### config.mk
export PLATFORM = sky130hd
export DESIGN_NAME = timed_task_queue
export DESIGN_NICKNAME = d
export VERILOG_FILES = /design/src/hdl/ttq_pkg.sv /design/src/hdl/timed_task_queue.sv /design/src/hdl/ttq_ctrl.sv /design/src/hdl/ttq_dp.sv
export SDC_FILE = /design/constraint.sdc
export NUM_CORES = 1
export LEC_CHECK = 0
export BUFFER_PORTS_ARGS = -buffer_cell sky130_fd_sc_hd__buf_2
export CAP_MARGIN = 20
export CORE_UTILIZATION = 44
export CTS_CLUSTER_SIZE = 20
export DETAILED_ROUTE_END_ITERATION = 6
export SYNTH_ARGS = -nofsm -noshare
export SYNTH_HDL_FRONTEND = slang
export SYNTH_HIERARCHICAL = 1
export SYNTH_SLANG_ARGS = --single-unit
### constraint.sdc
create_clock -name i_clk -period 6.6 [get_ports i_clk]
set_clock_uncertainty 0.2 [all_clocks]
set_input_delay 0.66 -clock i_clk [delete_from_list [all_inputs] [get_ports i_clk]]
set_output_delay 0.66 -clock i_clk [all_outputs]
set_load 0.01 [all_outputs]
### src/hdl/ttq_pkg.sv
// Shared types and constants of the timed task queue.
// Used by ttq_ctrl, ttq_dp and timed_task_queue; depends on nothing.
package ttq_pkg;

    // Request codes on the input channel
    typedef enum logic [1:0] {
        CMD_TICK     = 2'd0,
        CMD_SCHED    = 2'd1,
        CMD_REMOVE   = 2'd2,
        CMD_SET_TIME = 2'd3
    } t_cmd;

    // Result kinds
    typedef enum logic [2:0] {
        KIND_FIRED     = 3'd0,
        KIND_SCHEDULED = 3'd1,
        KIND_REMOVED   = 3'd2,
        KIND_FULL      = 3'd3,
        KIND_NOT_FOUND = 3'd4,
        KIND_TIME_SET  = 3'd5
    } t_kind;

    // Controller states
    typedef enum logic [3:0] {
        S_IDLE,
        S_DECODE,
        S_TICK_RD,
        S_TICK_CHK,
        S_TICK_FIN,
        S_INS_RD,
        S_INS_CHK,
        S_INS_PUT,
        S_REM_RD,
        S_REM_CHK,
        S_SHF_RD,
        S_SHF_WR,
        S_EMIT
    } t_state;

    // Which queue slot, relative to the walk index, a read targets
    typedef enum logic [1:0] {
        ASEL_IDX,
        ASEL_IDX_M1,
        ASEL_IDX_P1
    } t_addr_sel;

    localparam logic [4:0]  MAX_FIRE    = 5'd16;
    localparam logic [15:0] MIN_LOW     = 16'd2;
    localparam logic [31:0] DUE_BUMP    = 32'd4;
    localparam logic [7:0]  MARGIN_INIT = 8'd2;

    // Controller to datapath commands
    typedef struct packed {
        logic      accept;
        logic      decode;
        logic      rd_en;
        t_addr_sel rd_sel;
        logic      wr_en;
        logic      wr_new;
        logic      idx_dec;
        logic      idx_inc;
        logic      pop;
        logic      count_inc;
        logic      count_dec;
        logic      take_fire;
        logic      pend_clr;
        logic      keep_rd_due;
        logic      out_load;
        t_kind     out_kind;
        logic      out_last;
    } t_dp_cmd;

    // Datapath to controller status
    typedef struct packed {
        t_cmd cmd;
        logic count_zero;
        logic full;
        logic idx_zero;
        logic idx_at_count;
        logic idx_next_at_count;
        logic ins_shift;
        logic fire_hit;
        logic tag_hit;
        logic slot_free;
        logic pend;
        logic fire_more;
    } t_dp_stat;

endpackage

### src/hdl/timed_task_queue.sv
// Timed task queue: 32-bit millisecond clock and a due-time sorted queue.
// Top level; instantiates ttq_ctrl and ttq_dp, depends on ttq_pkg.
//
// Requests enter on i_in_valid/o_in_ready with i_cmd, i_delay, i_tag and
// i_time_low. Results leave on o_out_valid/i_out_ready; a tick gives zero to
// sixteen fired results, every other request exactly one. o_last marks the
// final result of a request. fire_margin is written on i_cfg_valid/o_cfg_ready
// (ready whenever out of reset); the user must write it only while the block
// is idle, which the block itself does not enforce. One request is handled
// at a time. Set time and a schedule into a full queue go straight to the
// result register. A tick reads tasks from the head, one per step, and fires
// them while each is due by now plus fire_margin; on an empty queue it ends
// with no result. A schedule walks down from the tail, moving each queued
// task at or after the new due time up one slot, then writes the new task.
// A remove reads from the head until the tag matches or the queue ends, then
// shifts the later tasks down one slot. Each step reads one slot of the task
// store, with a registered read.
// Reset clears the time, empties the queue and sets fire_margin to 2; no
// clearing pass is needed. The result register lets the block finish or take
// a new request while a result waits; when the receiver stalls, the block
// holds at the point where it next needs the register.
module timed_task_queue #(
    parameter int QUEUE_DEPTH = 16
) (
    input  logic        i_clk,
    input  logic        i_rst_n,
    input  logic        i_in_valid,
    output logic        o_in_ready,
    input  logic [1:0]  i_cmd,
    input  logic [31:0] i_delay,
    input  logic [15:0] i_tag,
    input  logic [15:0] i_time_low,
    input  logic        i_cfg_valid,
    output logic        o_cfg_ready,
    input  logic [7:0]  i_cfg_fire_margin,
    output logic        o_out_valid,
    input  logic        i_out_ready,
    output logic [2:0]  o_kind,
    output logic [15:0] o_task_tag,
    output logic [31:0] o_due_time,
    output logic [4:0]  o_queue_count,
    output logic        o_last
);
    import ttq_pkg::*;

    t_dp_cmd  dp_cmd;
    t_dp_stat dp_stat;

    assign o_cfg_ready = i_rst_n;

    // Sequencer
    ttq_ctrl u_ctrl (
        .i_clk      (i_clk),
        .i_rst_n    (i_rst_n),
        .i_in_valid (i_in_valid),
        .o_in_ready (o_in_ready),
        .i_stat     (dp_stat),
        .o_cmd      (dp_cmd)
    );

    // Datapath
    ttq_dp #(
        .QUEUE_DEPTH (QUEUE_DEPTH)
    ) u_dp (
        .i_clk             (i_clk),
        .i_rst_n           (i_rst_n),
        .i_cmd             (dp_cmd),
        .o_stat            (dp_stat),
        .i_req_cmd         (i_cmd),
        .i_delay           (i_delay),
        .i_tag             (i_tag),
        .i_time_low        (i_time_low),
        .i_cfg_valid       (i_cfg_valid),
        .i_cfg_fire_margin (i_cfg_fire_margin),
        .i_out_ready       (i_out_ready),
        .o_out_valid       (o_out_valid),
        .o_kind            (o_kind),
        .o_task_tag        (o_task_tag),
        .o_due_time        (o_due_time),
        .o_queue_count     (o_queue_count),
        .o_last            (o_last)
    );

endmodule

### src/hdl/ttq_ctrl.sv
// Sequencer of the timed task queue: walks the queue one slot per step.
// Depends on ttq_pkg; drives ttq_dp through t_dp_cmd.
module ttq_ctrl (
    input  logic             i_clk,
    input  logic             i_rst_n,
    input  logic             i_in_valid,
    output logic             o_in_ready,
    input  ttq_pkg::t_dp_stat i_stat,
    output ttq_pkg::t_dp_cmd  o_cmd
);
    import ttq_pkg::*;

    t_state r_state, n_state;
    t_kind  r_kind, n_kind;

    // State registers
    always_ff @(posedge i_clk) begin
        if (!i_rst_n) begin
            r_state <= S_IDLE;
            r_kind  <= KIND_FIRED;
        end else begin
            r_state <= n_state;
            r_kind  <= n_kind;
        end
    end

    // Next state
    always_comb begin
        n_state = r_state;
        n_kind  = r_kind;
        unique case (r_state)
            S_IDLE: begin
                if (i_in_valid) n_state = S_DECODE;
            end
            S_DECODE: begin
                unique case (i_stat.cmd)
                    CMD_TICK: n_state = i_stat.count_zero ? S_IDLE : S_TICK_RD;
                    CMD_SCHED: begin
                        if (i_stat.full) begin
                            n_state = S_EMIT;
                            n_kind  = KIND_FULL;
                        end else begin
                            n_state = S_INS_RD;
                        end
                    end
                    CMD_REMOVE: n_state = S_REM_RD;
                    CMD_SET_TIME: begin
                        n_state = S_EMIT;
                        n_kind  = KIND_TIME_SET;
                    end
                    default: n_state = S_IDLE;
                endcase
            end
            S_TICK_RD: n_state = S_TICK_CHK;
            S_TICK_CHK: begin
                if (!i_stat.fire_hit) begin
                    n_state = S_TICK_FIN;
                end else if (!i_stat.pend || i_stat.slot_free) begin
                    n_state = i_stat.fire_more ? S_TICK_RD : S_TICK_FIN;
                end
            end
            S_TICK_FIN: begin
                if (!i_stat.pend || i_stat.slot_free) n_state = S_IDLE;
            end
            S_INS_RD: n_state = i_stat.idx_zero ? S_INS_PUT : S_INS_CHK;
            S_INS_CHK: n_state = i_stat.ins_shift ? S_INS_RD : S_INS_PUT;
            S_INS_PUT: begin
                n_state = S_EMIT;
                n_kind  = KIND_SCHEDULED;
            end
            S_REM_RD: begin
                if (i_stat.idx_at_count) begin
                    n_state = S_EMIT;
                    n_kind  = KIND_NOT_FOUND;
                end else begin
                    n_state = S_REM_CHK;
                end
            end
            S_REM_CHK: n_state = i_stat.tag_hit ? S_SHF_RD : S_REM_RD;
            S_SHF_RD: begin
                if (i_stat.idx_next_at_count) begin
                    n_state = S_EMIT;
                    n_kind  = KIND_REMOVED;
                end else begin
                    n_state = S_SHF_WR;
                end
            end
            S_SHF_WR: n_state = S_SHF_RD;
            S_EMIT: begin
                if (i_stat.slot_free) n_state = S_IDLE;
            end
            default: n_state = S_IDLE;
        endcase
    end

    // Command outputs
    always_comb begin
        o_cmd          = '0;
        o_cmd.rd_sel   = ASEL_IDX;
        o_cmd.out_kind = KIND_FIRED;
        o_in_ready     = 1'b0;
        unique case (r_state)
            S_IDLE: begin
                o_in_ready   = i_rst_n;
                o_cmd.accept = i_in_valid && i_rst_n;
            end
            S_DECODE: o_cmd.decode = 1'b1;
            S_TICK_RD: o_cmd.rd_en = 1'b1;
            S_TICK_CHK: begin
                if (i_stat.fire_hit && (!i_stat.pend || i_stat.slot_free)) begin
                    o_cmd.out_load  = i_stat.pend;
                    o_cmd.take_fire = 1'b1;
                    o_cmd.pop       = 1'b1;
                end
            end
            S_TICK_FIN: begin
                if (i_stat.pend && i_stat.slot_free) begin
                    o_cmd.out_load = 1'b1;
                    o_cmd.out_last = 1'b1;
                    o_cmd.pend_clr = 1'b1;
                end
            end
            S_INS_RD: begin
                o_cmd.rd_en  = !i_stat.idx_zero;
                o_cmd.rd_sel = ASEL_IDX_M1;
            end
            S_INS_CHK: begin
                o_cmd.wr_en   = i_stat.ins_shift;
                o_cmd.idx_dec = i_stat.ins_shift;
            end
            S_INS_PUT: begin
                o_cmd.wr_en     = 1'b1;
                o_cmd.wr_new    = 1'b1;
                o_cmd.count_inc = 1'b1;
            end
            S_REM_RD: o_cmd.rd_en = !i_stat.idx_at_count;
            S_REM_CHK: begin
                o_cmd.keep_rd_due = i_stat.tag_hit;
                o_cmd.idx_inc     = !i_stat.tag_hit;
            end
            S_SHF_RD: begin
                o_cmd.count_dec = i_stat.idx_next_at_count;
                o_cmd.rd_en     = !i_stat.idx_next_at_count;
                o_cmd.rd_sel    = ASEL_IDX_P1;
            end
            S_SHF_WR: begin
                o_cmd.wr_en   = 1'b1;
                o_cmd.idx_inc = 1'b1;
            end
            S_EMIT: begin
                o_cmd.out_load = i_stat.slot_free;
                o_cmd.out_kind = r_kind;
                o_cmd.out_last = 1'b1;
            end
            default: ;
        endcase
    end

endmodule

### src/hdl/ttq_dp.sv
// Datapath of the timed task queue: time counter, circular task store,
// walk index, pending fire register and result register. Depends on ttq_pkg.
module ttq_dp #(
    parameter int QUEUE_DEPTH = 16
) (
    input  logic              i_clk,
    input  logic              i_rst_n,
    input  ttq_pkg::t_dp_cmd  i_cmd,
    output ttq_pkg::t_dp_stat o_stat,
    input  logic [1:0]        i_req_cmd,
    input  logic [31:0]       i_delay,
    input  logic [15:0]       i_tag,
    input  logic [15:0]       i_time_low,
    input  logic              i_cfg_valid,
    input  logic [7:0]        i_cfg_fire_margin,
    input  logic              i_out_ready,
    output logic              o_out_valid,
    output logic [2:0]        o_kind,
    output logic [15:0]       o_task_tag,
    output logic [31:0]       o_due_time,
    output logic [4:0]        o_queue_count,
    output logic              o_last
);
    import ttq_pkg::*;

    localparam int AW = $clog2(QUEUE_DEPTH);
    localparam int CW = $clog2(QUEUE_DEPTH + 1);
    localparam logic [CW:0]   DEPTH_W = (CW + 1)'(QUEUE_DEPTH);
    localparam logic [CW-1:0] DEPTH_C = CW'(QUEUE_DEPTH);
    localparam logic [AW-1:0] HEAD_MAX = AW'(QUEUE_DEPTH - 1);

    // Task store
    logic [31:0] due_mem [QUEUE_DEPTH];
    logic [15:0] tag_mem [QUEUE_DEPTH];

    logic [31:0]   r_now, r_due, r_limit, r_rd_due, r_pend_due;
    logic [15:0]   r_tag, r_tlow, r_rd_tag, r_pend_tag;
    logic [7:0]    r_margin;
    t_cmd          r_cmd;
    logic [CW-1:0] r_count, r_idx;
    logic [AW-1:0] r_head;
    logic [4:0]    r_nfired;
    logic          r_pend;
    logic          r_out_valid;
    t_kind         r_out_kind;
    logic [15:0]   r_out_tag;
    logic [31:0]   r_out_due;
    logic [CW-1:0] r_out_count;
    logic          r_out_last;

    logic [CW-1:0] rd_ofs;
    logic [CW:0]   rd_sum, wr_sum;
    logic [AW-1:0] rd_addr, wr_addr;
    logic          slot_free;
    logic [CW+4:0] cnt_ext;

    // Logical slot to physical address (head-relative, wraps once)
    always_comb begin
        unique case (i_cmd.rd_sel)
            ASEL_IDX_M1: rd_ofs = r_idx - CW'(1);
            ASEL_IDX_P1: rd_ofs = r_idx + CW'(1);
            default:     rd_ofs = r_idx;
        endcase
        rd_sum = (CW + 1)'(r_head) + (CW + 1)'(rd_ofs);
        wr_sum = (CW + 1)'(r_head) + (CW + 1)'(r_idx);
        if (rd_sum >= DEPTH_W) rd_sum = rd_sum - DEPTH_W;
        if (wr_sum >= DEPTH_W) wr_sum = wr_sum - DEPTH_W;
        rd_addr = rd_sum[AW-1:0];
        wr_addr = wr_sum[AW-1:0];
    end

    // Store write and registered read
    always_ff @(posedge i_clk) begin
        if (i_cmd.wr_en) begin
            due_mem[wr_addr] <= i_cmd.wr_new ? r_due : r_rd_due;
            tag_mem[wr_addr] <= i_cmd.wr_new ? r_tag : r_rd_tag;
        end
        if (i_cmd.rd_en) begin
            r_rd_due <= due_mem[rd_addr];
            r_rd_tag <= tag_mem[rd_addr];
        end
    end

    // Request latch and decode arithmetic
    always_ff @(posedge i_clk) begin
        if (i_cmd.accept) begin
            r_cmd  <= t_cmd'(i_req_cmd);
            r_tag  <= i_tag;
            r_tlow <= i_time_low;
            r_due  <= i_delay + r_now;
        end else if (i_cmd.decode) begin
            r_limit <= r_now + 32'(r_margin);
            if (r_due[15:0] < MIN_LOW) r_due <= r_due + DUE_BUMP;
        end else if (i_cmd.keep_rd_due) begin
            r_due <= r_rd_due;
        end
        if (i_cmd.take_fire) begin
            r_pend_due <= r_rd_due;
            r_pend_tag <= r_rd_tag;
        end
    end

    // Control state: time, margin, queue pointers, walk index, fire count, pending flag
    always_ff @(posedge i_clk) begin
        if (!i_rst_n) begin
            r_now    <= '0;
            r_margin <= MARGIN_INIT;
            r_count  <= '0;
            r_head   <= '0;
            r_idx    <= '0;
            r_nfired <= '0;
            r_pend   <= 1'b0;
        end else begin
            if (i_cfg_valid) r_margin <= i_cfg_fire_margin;
            if (i_cmd.accept && t_cmd'(i_req_cmd) == CMD_TICK) r_now <= r_now + 32'd1;
            if (i_cmd.decode && r_cmd == CMD_SET_TIME) r_now <= {r_now[31:16], r_tlow};
            if (i_cmd.accept) begin
                r_idx    <= '0;
                r_nfired <= '0;
            end else if (i_cmd.decode && r_cmd == CMD_SCHED) begin
                r_idx <= r_count;
            end else if (i_cmd.idx_dec) begin
                r_idx <= r_idx - CW'(1);
            end else if (i_cmd.idx_inc) begin
                r_idx <= r_idx + CW'(1);
            end
            if (i_cmd.pop) begin
                r_head   <= (r_head == HEAD_MAX) ? '0 : r_head + AW'(1);
                r_count  <= r_count - CW'(1);
                r_nfired <= r_nfired + 5'd1;
            end else if (i_cmd.count_inc) begin
                r_count <= r_count + CW'(1);
            end else if (i_cmd.count_dec) begin
                r_count <= r_count - CW'(1);
            end
            if (i_cmd.take_fire) r_pend <= 1'b1;
            else if (i_cmd.pend_clr) r_pend <= 1'b0;
        end
    end

    assign slot_free = !r_out_valid || i_out_ready;

    // Result register
    always_ff @(posedge i_clk) begin
        if (!i_rst_n) begin
            r_out_valid <= 1'b0;
        end else if (i_cmd.out_load) begin
            r_out_valid <= 1'b1;
        end else if (i_out_ready) begin
            r_out_valid <= 1'b0;
        end
    end

    always_ff @(posedge i_clk) begin
        if (i_cmd.out_load) begin
            r_out_kind  <= i_cmd.out_kind;
            r_out_last  <= i_cmd.out_last;
            r_out_count <= r_count;
            unique case (i_cmd.out_kind)
                KIND_FIRED: begin
                    r_out_tag <= r_pend_tag;
                    r_out_due <= r_pend_due;
                end
                KIND_NOT_FOUND: begin
                    r_out_tag <= r_tag;
                    r_out_due <= '0;
                end
                KIND_TIME_SET: begin
                    r_out_tag <= '0;
                    r_out_due <= r_now;
                end
                default: begin
                    r_out_tag <= r_tag;
                    r_out_due <= r_due;
                end
            endcase
        end
    end

    // Status to the sequencer
    always_comb begin
        o_stat.cmd               = r_cmd;
        o_stat.count_zero        = (r_count == '0);
        o_stat.full              = (r_count >= DEPTH_C);
        o_stat.idx_zero          = (r_idx == '0);
        o_stat.idx_at_count      = (r_idx == r_count);
        o_stat.idx_next_at_count = ((r_idx + CW'(1)) == r_count);
        o_stat.ins_shift         = (r_rd_due >= r_due);
        o_stat.fire_hit          = (r_rd_due <= r_limit);
        o_stat.tag_hit           = (r_rd_tag == r_tag);
        o_stat.slot_free         = slot_free;
        o_stat.pend              = r_pend;
        o_stat.fire_more         = (r_count > CW'(1)) && (r_nfired < MAX_FIRE - 5'd1);
    end

    assign cnt_ext       = (CW + 5)'(r_out_count);
    assign o_out_valid   = r_out_valid;
    assign o_kind        = r_out_kind;
    assign o_task_tag    = r_out_tag;
    assign o_due_time    = r_out_due;
    assign o_queue_count = cnt_ext[4:0];
    assign o_last        = r_out_last;

endmodule

==> flow_summary.toml <==
[clocking]
h-tree-depth = 3
clk_latency_ps = 750
clockBufferDepth = 3
cts_resized = 0
cts_made_buffers = 113
cts_tree = "built"
clk_pin_slew_worst_paths_ps = 70
cts_sinks = 1087
cts_root_buffer = "clkbuf_16"

[setup_path]
worst-setup-path-type = "reg -> reg"
end_kind = "flop"
critPathBufInv = 3
required_ps = 6790
reg2reg_to = "u_dp/r_rd_due[28]"
cpMostUsedCell = "nand2_1"
r2r_setup_slack_ps = 1330
max_stage_delay_ps = 1190
cp_slowest_cell = "fa_4"
regToRegStartpoint = "u_ctrl/r_state[2]"
worstRegToRegCells = 15
critPathLaunchType = "flop"
path_max_fanout = 53
worst_ep_arrival_time_ps = 5460
path_cells = "nand2_1 -> nor3_1 -> inv_1 -> ha_1 -> nor2_1 -> o21ai_0 -> nand2_1 -> ha_4 -> inv_1 -> fa_4 -> buf_12 -> mux4_2 -> nand2_1 -> and3_1 -> a31oi_1"
crit_family = "adder cells"

[worst_hold_path]
hold_class = "in -> reg"
min_from = "i_rst_n"
min_to = "u_ctrl/r_state[2]"
whs_path_depth = 2

[floorplanning]
placementRows = 120
die_y_um = 332
dieWidth_um = 332
fp.coreArea_um2 = 108000
io-pin-count = 139
die_area_um2 = 110000
start_util_pct = 44.6

[yosys]
syn_area_um2 = 47900
avgSynthCellArea_um2 = 15.2
ys.flop_type = "edfxtp_1"
synthDistinctLibCells = 83
synth_seq_cells = 1087
syn_nets = 3368
synth_edf_count = 1019
synthArstFlopShare_pct = 0
syn_inst = 3161
yosysWarnings = 6
seq_area_frac_synth_pct = 66.7

[sta]
finalSetupViolations = 0
maxSlewViolCount = 0
tns_ps = 0
slew_headroom_pct = 25.1
finalHoldViolations = 0
rsz0062_at_grt = "no"
finalCriticalPeriod_ps = 5270
fmax_mhz = 190
fin_crit_sh_pct = 79.9
tightest_slew_ps = 1120

[place]
portBuffers = 138
placed_cell_area_um2 = 50500
place.gp.congestion = 0.907
dpl.hpwl_um = 78000

[pwr]
switching_share_pct = 22.6
internal_power_w = 0.0117
power.leakage_nw = 18.7
clockPowerShare_pct = 43.8
switchingPower_w = 0.00343
p_seq_share_pct = 50.8
power_density_nw_per_um2 = 276
irDropWorstVdd_v = 0.000238
comb_power_share_pct = 5.3

[job]
cap_violations = 0

[global_routing]
antenna_found_initial = 3
grt-ovfl-total = 0
grt_max_degree = 97
grtUsageTotal_pct = 22.4
grt_pass1_wl_um = 186000
grt_pass1_vias = 28663

[route]
ant_nets = 0
first_iter_violations = 2754
num_vias = 28746
drc = 0
routedWlPerCell_um = 25.6
drt-vias-per-instance = 5.93
routed_wl_um = 124000
drt_pass1_iterations = 5

[run_status]
outcome = "finished clean"

[finish]
regArea_um2 = 32000
multiInputGateArea_um2 = 15100
final_nets = 3549
syn2layout_area_growth_pct = 14.4
fillers = 8825
fin_area_um2 = 54800
drive_gt1_share_pct = 19.8
==> sequential cells by signal, indices dropped and copies added (netlist names), 2 cells and up <==
signal	flops
u_dp/due_mem	512
u_dp/tag_mem	256
u_dp/o_due_time	32
u_dp/r_due	32
u_dp/r_limit	32
u_dp/r_now	32
u_dp/r_pend_due	32
u_dp/r_rd_due	32
u_dp/o_task_tag	16
u_dp/r_pend_tag	16
u_dp/r_rd_tag	16
u_dp/r_tag	16
u_dp/r_tlow	16
u_dp/r_margin	8
u_dp/o_queue_count	5
u_dp/r_count	5
u_dp/r_idx	5
u_dp/r_nfired	5
u_ctrl/r_state	4
u_dp/r_head	4
u_ctrl/r_kind	3
u_dp/o_kind	3
u_dp/r_cmd	2
==> what timing repair did <==
item / CTS / global route
hold endpoints to repair: 42 / 0
hold buffers: 43 / 0
setup buffers: 0 / 0
endpoints found under the setup margin: 0 / 0
==> cell usage in the layout (no fill, tap or decap), types with 46 or more instances in the layout <==
master / netlist / routed
xor2_1: 55 / 53
xnor2_1: 99 / 97
clkbuf_16: 0 / 113
nand2_1: 339 / 339
a22oi_1: 54 / 54
inv_1: 96 / 95
and3_1: 71 / 71
buf_2: 34 / 139
mux2_2: 49 / 49
buf_4: 6 / 46
mux4_2: 192 / 192
a31oi_1: 58 / 58
edfxtp_1: 1019 / 1019
nor2_1: 157 / 138
nand4_1: 48 / 48
ha_1: 124 / 123
a21oi_1: 83 / 81
dfxtp_1: 68 / 68
o21ai_0: 119 / 119
==> cell type report <==
type	instances	share of cell area, %
flip-flops and latches	1087	58.3
diodes	1	0.00456
repair buffers	241	3.17
multi-input cells	1801	27.5
clock inverters	91	1.93
clock buffers	122	5.22
well taps	1403	3.20
inverters	98	0.671
==> through the flow <==
step                      std cells  hold WS (ps)  util [%]  setup slack, ps  total power (W)
after floorplan                3161           206         -              546          0.00834
after global placement         4585           269      46.9             1380          0.00860
after detailed placement       4586           276      46.9             1260          0.00861
after CTS                      4842          46.1      51.0             1170           0.0153
after global routing           4844          78.1      51.0             1060           0.0156
final                          4844          94.4      51.0             1330           0.0151
==> cell usage after synthesis (6+ instances only) <==
master / number / area [um2]
a211o_1: 10 / 87.6
a211oi_1: 34 / 255
a21o_1: 42 / 315
a21oi_1: 83 / 415
a22oi_1: 54 / 405
a31oi_1: 58 / 363
and2_1: 12 / 75.1
and3_1: 71 / 444
and4_1: 7 / 61.3
buf_1: 11 / 41.3
buf_2: 34 / 170
buf_4: 6 / 45.0
clkbuf_1: 121 / 454
dfxtp_1: 68 / 1360
edfxtp_1: 1019 / 30600
ha_1: 124 / 1550
inv_1: 96 / 360
mux2_2: 49 / 552
mux2i_1: 15 / 150
mux4_2: 192 / 4320
nand2_1: 339 / 1270
nand2b_1: 9 / 56.3
nand3_1: 40 / 200
nand3b_1: 6 / 45.0
nand4_1: 48 / 300
nor2_1: 157 / 589
nor2b_1: 11 / 68.8
nor3_1: 21 / 105
nor4_1: 10 / 62.6
o211ai_1: 14 / 105
o21a_1: 10 / 75.1
o21ai_0: 119 / 596
o21bai_1: 10 / 75.1
o31ai_1: 12 / 90.1
or3_1: 9 / 56.3
xnor2_1: 99 / 867
xor2_1: 55 / 482
==> metal layers <==
layer  GRT usage, %  vias to the layer above  part of all wire, %
li1               -                    12598                    -
met1           32.7                    14873                   45
met2           34.6                     1092                   46
met3           3.40                      183                  6.4
met4           6.79                        0                  2.5
met5              0                        -                    0
==> power groups by stage <==
stage          sequential, W  clock [W]  combinational [W]
3_3_place_gp         0.00783          0           0.000768
4_1_cts              0.00769    0.00676           0.000807
6_report             0.00769    0.00663           0.000808
3_5_place_dp         0.00783          0           0.000780
5_1_grt              0.00770    0.00700           0.000890
2_1_floorplan        0.00777          0           0.000571
==> cell families (layout without fill, tap and decap cells) <==
logic type,Yosys count,count (layout),synth area share (%)
flip-flops,1087,1087,66.7
AND/OR/NAND/NOR,770,770,7.57
AO/OA/AOI/OAI,493,493,6.72
buffers and inverters,273,552,2.31
multiplexers,256,256,10.5
XOR/XNOR,154,154,2.81
adder cells (fa/ha/maj),128,128,3.40
other,0,1,0
==> worst max-delay path by stage <==
| stage | startpoint | end | slack [ps] | cells after the start |
|---|---|---|---|---|
| 2_1_floorplan | u_dp/r_rd_due[17] | u_dp/r_count[4] | 550 | 16 |
| 3_3_place_gp | u_ctrl/r_state[2] | u_dp/r_rd_due[24] | 1380 | 12 |
| 3_5_place_dp | u_ctrl/r_state[2] | u_dp/r_rd_due[24] | 1260 | 12 |
| 4_1_cts | u_ctrl/r_state[2] | u_dp/r_rd_due[24] | 1170 | 12 |
| 5_1_grt | u_ctrl/r_state[2] | u_dp/r_rd_due[24] | 1060 | 15 |
| 6_report | u_ctrl/r_state[2] | u_dp/r_rd_due[28] | 1330 | 15 |
No activity file was read; power rests on OpenSTA's default activity.
